<file path="config.mk">
export PLATFORM = sky130hd
export DESIGN_NAME = chs_ctrl
export DESIGN_NICKNAME = d
export VERILOG_FILES = /design/src/rtl/core/chs_pkg.sv /design/src/rtl/core/chs_ctrl.sv
export SDC_FILE = /design/constraint.sdc
export NUM_CORES = 1
export LEC_CHECK = 0
export BUFFER_PORTS_ARGS = -buffer_cell sky130_fd_sc_hd__buf_2
export CAP_MARGIN = 20
export CORE_AREA = 2 2 39 41
export DETAILED_ROUTE_END_ITERATION = 10
export DIE_AREA = 0 0 41 43
export GPL_TIMING_DRIVEN = 0
export SETUP_SLACK_MARGIN = 0.15
export SYNTH_ARGS = -nofsm -noshare
export SYNTH_HDL_FRONTEND = slang
export SYNTH_SLANG_ARGS = --single-unit
</file>
<file path="constraint.sdc">
create_clock -name clk -period 2.39 [get_ports clk]
set_clock_uncertainty 0.05 [all_clocks]
set_input_delay 0.1195 -clock clk [delete_from_list [all_inputs] [get_ports clk]]
set_output_delay 0.1195 -clock clk [all_outputs]
set_load 0.05 [all_outputs]
</file>
<file path="src/rtl/core/chs_pkg.sv">
// types, constants and command/status structs for the consistent-hash endpoint selector
package chs_pkg;

	localparam int MAX_ENDPOINTS = 64;
	localparam int RING_DEPTH    = 8192;

	localparam int ADDR_W   = $clog2(RING_DEPTH);
	localparam int COUNT_W  = 14;
	localparam int EP_W     = 6;
	localparam int EPCNT_W  = 7;
	localparam int HASH_W   = 64;
	localparam int CFG_IDX_W  = 2;
	localparam int CFG_DATA_W = 14;
	localparam int BITCNT_W = $clog2(HASH_W);

	localparam logic [HASH_W-1:0] FNV_BASIS     = 64'hcbf29ce484222325;
	// prime is 2^40 + 435
	localparam int                FNV_PRIME_SHL = 40;
	localparam logic [8:0]        FNV_PRIME_LOW = 9'd435;

	localparam logic [CFG_IDX_W-1:0] CFG_EP_COUNT     = 2'd0;
	localparam logic [CFG_IDX_W-1:0] CFG_RING_ENTRIES = 2'd1;

	typedef enum logic [1:0] {
		ACT_WRITE  = 2'd0,
		ACT_KEY    = 2'd1,
		ACT_SELECT = 2'd2,
		ACT_NONE   = 2'd3
	} chs_action_t;

	typedef enum logic [2:0] {
		ST_IDLE,
		ST_SEARCH,
		ST_COMPARE,
		ST_OWNER,
		ST_MODULO,
		ST_RESULT
	} chs_state_t;

	typedef struct packed {
		logic [1:0]        action;
		logic [ADDR_W-1:0] entry_slot;
		logic [HASH_W-1:0] entry_hash;
		logic [EP_W-1:0]   entry_endpoint;
		logic [7:0]        key_byte;
		logic              key_last;
	} chs_item_t;

	typedef struct packed {
		logic [EP_W-1:0]   chosen_ep;
		logic [HASH_W-1:0] key_digest;
		logic              via_ring;
	} chs_result_t;

	typedef struct packed {
		logic accept;
		logic compare;
		logic owner;
		logic mod_step;
	} chs_cmd_t;

	typedef struct packed {
		logic start_ring;
		logic start_mod;
		logic len_zero;
		logic mod_last;
	} chs_status_t;

	function automatic logic [HASH_W-1:0] fnv_mix(input logic [HASH_W-1:0] h,
		input logic [7:0] b);
		logic [HASH_W-1:0] x;
		x = h ^ {{(HASH_W-8){1'b0}}, b};
		return (x << FNV_PRIME_SHL) + (x * {{(HASH_W-9){1'b0}}, FNV_PRIME_LOW});
	endfunction

endpackage

</file>
<file path="src/rtl/core/chs_ctrl.sv">
// sequencing state machine for key hashing, ring search and round-robin remainder
module chs_ctrl (
	input  logic                clk,
	input  logic                arst_n,
	input  logic                start,
	input  chs_pkg::chs_status_t status,
	output chs_pkg::chs_cmd_t    cmd,
	output logic                busy,
	output logic                done
);
	import chs_pkg::*;

	chs_state_t state_q, state_d;

	always_ff @(posedge clk or negedge arst_n) begin
		if (!arst_n) begin
			state_q <= ST_IDLE;
		end else begin
			state_q <= state_d;
		end
	end

	always_comb begin
		state_d = state_q;
		cmd     = '0;
		busy    = 1'b1;
		done    = 1'b0;
		case (state_q)
			ST_IDLE: begin
				busy = 1'b0;
				if (start) begin
					cmd.accept = 1'b1;
					if (status.start_ring) begin
						state_d = ST_SEARCH;
					end else if (status.start_mod) begin
						state_d = ST_MODULO;
					end
				end
			end
			ST_SEARCH: begin
				// table read issued here, registered data used in the next state
				state_d = status.len_zero ? ST_OWNER : ST_COMPARE;
			end
			ST_COMPARE: begin
				cmd.compare = 1'b1;
				state_d     = ST_SEARCH;
			end
			ST_OWNER: begin
				cmd.owner = 1'b1;
				state_d   = ST_RESULT;
			end
			ST_MODULO: begin
				cmd.mod_step = 1'b1;
				if (status.mod_last) begin
					state_d = ST_RESULT;
				end
			end
			ST_RESULT: begin
				done    = 1'b1;
				state_d = ST_IDLE;
			end
			default: begin
				state_d = ST_IDLE;
			end
		endcase
	end

endmodule

</file>
==> results of run 1 <==
==> placed cells by master (no fill, tap or decap), types with 2 or more instances in the layout <==
cell type / instances
clkbuf_4: 3
dfrtp_1: 3
nand3b_1: 2
nand4bb_1: 2
nor2_1: 2
nor3b_1: 2
buf_2: 12
inv_1: 3
==> power by group through the flow <==
| stage | combinational, W | clock [W] | sequential (W) |
|---|---|---|---|
| 3_5_place_dp | 0.000291 | 0 | 0.000101 |
| 4_1_cts | 0.000293 | 0.0000953 | 0.000100 |
| 3_3_place_gp | 0.000288 | 0 | 0.000100 |
| 6_report | 0.000289 | 0.0000894 | 0.000100 |
| 5_1_grt | 0.000312 | 0.0000954 | 0.000105 |
| 2_1_floorplan | 0.000242 | 0 | 0.0000932 |
==> cell type report <==
cell class                 instances  area (µm²)  area share, %
buffer                             1        7.51           2.31
multi-input combinational         15         115           35.4
tap                               16        20.0           6.15
sequential                         3        75.1           23.1
timing repair buffer              13        70.1           21.5
clock buffer                       4        26.3           8.08
inverter                           3        11.3           3.46
==> critical path, cell delays in order (launching register included) <==
cell,delay (ns)
dfrtp_1,0.45
or3_4,0.42
nor2_1,0.08
buf_2,0.26
==> path summary, 6_finish.rpt <==
check	startpoint	end	slack, ns
worst max-delay path	state_q[1]	cmd[3]	0.78
worst min-delay path	status[2]	state_q[2]	0.14
worst max register to register	state_q[1]	state_q[2]	1.30
worst min register to register	state_q[2]	state_q[1]	0.54
max in group asynchronous	arst_n	state_q[1]	2.03
min in group asynchronous	arst_n	state_q[2]	0.16
==> routing by layer <==
layer / up-vias / routed length, µm / share of wire (%) / GRT usage [%]
met1: 85 / 213 / 44 / 7.82
met2: 15 / 191 / 39 / 8.13
met5: - / 0 / 0 / 0
met4: 0 / 22 / 4.5 / 14.0
li1: 111 / - / - / -
met3: 2 / 57 / 12 / 3.14
==> metrics by stage <==
step / instances / hold slack, ns / total power (W) / setup slack, ns
finish: 55 / 0.143 / 0.000478 / 0.781
floorplan: 22 / -0.226 / 0.000335 / 0.563
global placement: 50 / -0.135 / 0.000389 / 1.02
detailed placement: 50 / -0.133 / 0.000392 / 1.02
CTS: 55 / 0.144 / 0.000489 / 0.763
global route: 55 / 0.151 / 0.000513 / 0.701
==> kinds of logic after synthesis <==
group / after synthesis
simple gates: 12
compound gates: 3
buf+inv: 4
flops: 3
==> repair_timing <==
item                                   CTS  global route
gates resized for setup                  0             0
endpoints found under the hold margin    3             0
hold buffers                             1             0
==> impl_metrics.tcl, run 1 <==
set metrics [dict create \
    worst_slew_pin_slew_ns 0.247 \
    drc 0 \
    dieArea_um2 1760 \
    p_comb_share_pct 60.4 \
    postCtsSetupBuffers 0 \
    netlist_area_um2 209 \
    clkTransAtPathRegs_ns 0.04 \
    finalWeightedCongestion 0.693 \
    wl_um 485 \
    synth_compound_area_share_pct 12.0 \
    yosys_warnings 0 \
    initial_utilization_pct 15.1 \
    end_kind "output pin" \
    synthTopCellsByArea "dfrtp_1, nand4bb_1, nand3b_1, nor3b_1, o211ai_2" \
    via_per_inst 3.87 \
    drv_cap 0 \
    fp-row-count 14 \
    async_flop_share_pct 100 \
    worst-path-max-fanout 9 \
    largest_reg_flops 3 \
    cts_max_path_buffers 2 \
    clkLatencyLatePin_ns 0.23 \
    nFillCells 160 \
    grt_use_total_pct 7.76 \
    die_x_um 41 \
    synth_fa_ha_area_share_pct 0 \
    top_register "state_q" \
    fmaxAchievable_mhz 621 \
    top_regs "state_q x3" \
    grt_max_degree 11 \
    fin_util_pct 23.5 \
    syn_nets 29 \
    timing_worst_setup_path_type "flip-flop to output pin" \
    setup_viol 0 \
    tritoncts "done" \
    power.switching_w 0.000242 \
    synth_top_family_by_area "simple AND/OR/NAND/NOR gates" \
    hold_depth 3 \
    irDropWorstVdd_mv 0.431 \
    grt_setup_unrepaired "false" \
    drtIter0Drc 2 \
    p_int_w 0.000236 \
    final_area_um2 325 \
    rr_worst_depth 2 \
    hp-class "input port to flip-flop" \
    cts_buffers 3 \
    synthDistinctLibCells 14 \
    antenna_found_initial 0 \
    ys_ff_latch 3 \
    fin_crit_ns 1.61 \
    dpl_cell_area_um2 289 \
    clock_power_share_pct 18.7 \
    area_growth_pct 55.7 \
    startpoint_type "flip-flop" \
    finalHoldViolCount 0 \
    n_antenna_cell 0 \
    cts_root_buffer "clkbuf_4" \
    grt-ovfl-total 0 \
    yosys.area.top_type "dfrtp_1" \
    ios 13 \
    vias 213 \
    core_um2 1380 \
    synth-xor-area-share_pct 0 \
    fin_tns_setup_ns 0 \
    die_h_um 43 \
    grt_pass1_vias 201 \
    synth_cells 22 \
    final_nets 47 \
    min_period_over_period_pct 67.3 \
    synth.avg_cell_area_um2 9.50 \
    synthTopCellsByCount "dfrtp_1, inv_1" \
    yosys.area_share.simple_pct 43.1 \
    port_buffers 12 \
    drive_gt1_share_pct 48.7 \
    leakage_nw 0.174 \
    max_slew_margin_pct 83.6 \
    cts.sinks 3 \
    synth_mux_area_share_pct 0 \
    post_drt_wl_per_cell_um 8.82 \
    powerDensity_nw_per_um2 1470 \
    pwr-share-seq_pct 20.9 \
    final_max_slew_viol_count 0 \
    status "complete, no violations" \
    grt_pass1_wl_um 779 \
    firstDrtPassIters 4 \
    switching_share_pct 50.7 \
    antenna_left 0 \
    worstPathArrival_ns 1.44 \
    htreeDepth 1 \
    crit_required_ns 2.22 \
    synthFlopType "dfrtp_1" \
    synth_top_area_share_pct 35.9 \
    seq_area_frac_synth_pct 35.9 \
    synth_edf_count 0 \
]
(Power assumes the default switching activity.)
==> run 2, diff against run 1 <==
==> constraint.sdc (replaced) <==
create_clock -name clk -period 1.5 [get_ports clk]
set_clock_uncertainty 0.05 [all_clocks]
set_input_delay 0.075 -clock clk [delete_from_list [all_inputs] [get_ports clk]]
set_output_delay 0.075 -clock clk [all_outputs]
set_load 0.05 [all_outputs]
==> run 2 against run 1 <==
  * Cell area up 30%
  * Sequential power up 68%
  * Combinational power up 130%
  * Core utilization up 7.1 points
  * Setup slack worse by 0.76 ns
  * Clock-buffer cell count unchanged
  * Power up 100%
  * Critical path type unchanged
  * Via count up 3.3%
  * Clock power up 64%
  * Die area unchanged
  * Highest routed layer is now met3
  * Sequential cell count unchanged
==> impl_metrics.tcl, run 2 (synthesis results as in run 1) <==
set metrics [dict create \
    hp-start "status[2]" \
    antenna_found_initial 0 \
    tritoncts "done" \
    drv_cap 0 \
    cts_max_path_buffers 2 \
    hold_end "state_q[2]" \
    worst-path-max-fanout 3 \
    max_stage_delay_ns 0.39 \
    cp_top_family "simple AND/OR/NAND/NOR gates" \
    clkLatencyLatePin_ns 0.24 \
    vias 220 \
    status "complete, no violations" \
    startpoint_type "flip-flop" \
    grt-ovfl-total 0 \
    wl_met2_um 257 \
    wl_met3_um 34 \
    worstPathArrival_ns 1.35 \
    finalHoldViolCount 0 \
    cts.sinks 3 \
    core_um2 1380 \
    largest_reg_flops 3 \
    final_common_cell "buf_2" \
    hp-class "input port to flip-flop" \
    area_growth_pct 102 \
    worst-path-buf-inv 2 \
    post_drt_wl_per_cell_um 9.40 \
    powerDensity_nw_per_um2 2320 \
    wl_met1_um 252 \
    grt_max_degree 10 \
    final_nets 50 \
    r2r_slack_ns 0.21 \
    final_cell_mix "buf_2, buf_6, clkbuf_4" \
    end_kind "output pin" \
    grt_pass1_wl_um 786 \
    ios 13 \
    cts_root_buffer "clkbuf_4" \
    setup_viol 0 \
    grt_use_total_pct 7.66 \
    worst_slew_pin_slew_ns 0.247 \
    top_regs "state_q x3" \
    antenna_left 0 \
    finalWeightedCongestion 0.701 \
    wl_um 545 \
    timing_worst_setup_path_type "flip-flop to output pin" \
    min_period_over_period_pct 98.3 \
    reg2reg_from "state_q[0]" \
    htreeDepth 1 \
    startpoint "state_q[0]" \
    clkTransAtPathRegs_ns 0.04 \
    hold_depth 3 \
    fin_crit_ns 1.48 \
    crit_chain "buf_6 > or3_4 > nor2_4 > buf_8" \
    port_buffers 12 \
    top_register "state_q" \
    n_antenna_cell 0 \
    irDropWorstVdd_mv 0.884 \
    firstDrtPassIters 3 \
    dieArea_um2 1760 \
    cts_buffers 3 \
    via_per_inst 3.79 \
    postLayoutSetupSlackWorst_ns 0.0249 \
    reg2reg_to "state_q[2]" \
    final_max_slew_viol_count 0 \
    die_h_um 43 \
    initial_utilization_pct 15.1 \
    routed.top_layer "met3" \
    rr_worst_depth 5 \
    max_slew_margin_pct 83.6 \
    cp_slowest_cell "or3_4" \
    die_x_um 41 \
    drive_gt1_share_pct 71.4 \
    grt_pass1_vias 192 \
    fin_tns_setup_ns 0 \
    drtIter0Drc 5 \
    fp-row-count 14 \
    post-place-ws_ns 0.166 \
    fmaxAchievable_mhz 678 \
    grt_setup_unrepaired "true" \
    leakage_nw 0.198 \
    drc 0 \
    fin_total_pwr_w 0.000980 \
    crit_required_ns 1.37 \
    nFillCells 148 \
]
==> run 2: power breakdown <==
group          internal [W]  switching [W]  leakage [nW]
Combinational      0.000309       0.000356         0.147
Sequential         0.000120      0.0000482        0.0353
Clock              0.000100      0.0000471        0.0150
Total              0.000529       0.000451         0.198
==> run 2: how the worst max path moves through the flow <==
stage,endpoint,cells past startpoint
after global placement,cmd[3],4
after detailed placement,cmd[3],4
after CTS,cmd[3],4
after global routing,cmd[3],4
after floorplan,cmd[3],3
final,cmd[3],4
==> run 2: per-stage QoR <==
| step | instances | util [%] | hold WS (ns) | cell area [µm²] |
|---|---|---|---|---|
| floorplan | 22 | - | -0.271 | 221 |
| global route | 58 | 30.6 | 0.0995 | 423 |
| finish | 58 | 30.6 | 0.0935 | 423 |
| CTS | 56 | 26.5 | 0.0918 | 367 |
| global placement | 50 | 21.8 | -0.180 | 302 |
| detailed placement | 50 | 21.8 | -0.176 | 302 |
==> run 2: routing by layer <==
| layer | vias up | global-route usage (%) |
|---|---|---|
| met3 | 0 | 3.14 |
| met5 | - | 0 |
| met1 | 96 | 8.47 |
| met2 | 8 | 8.13 |
| met4 | 0 | 12.0 |
| li1 | 116 | - |
==> run 2: layout make-up <==
cell class / instances / area [µm²] / area share, %
Timing Repair Buffer: 16 / 135 / 32.0
Buffer: 1 / 11.3 / 2.66
Sequential cell: 3 / 77.6 / 18.3
Clock buffer: 4 / 26.3 / 6.21
Tap cell: 16 / 20.0 / 4.73
Inverter: 3 / 11.3 / 2.66
Multi-Input combinational cell: 15 / 141 / 33.4
==> run 2: timing repair <==
item | CTS | global route
resized for setup | 8 | 15
endpoints found under the hold margin | 3 | 0
hold buffers | 1 | 0
setup endpoints to repair | 4 | 6
buffers inserted | 1 | 2
pin swaps | 1 | 2
==> run 2: worst reg2reg max path, cell delays in order (launching register included) <==
cell and delay [ns]:
dfrtp_1 0.36, buf_6 0.12, buf_4 0.12, buf_6 0.12, or2_2 0.28, o211ai_2 0.16
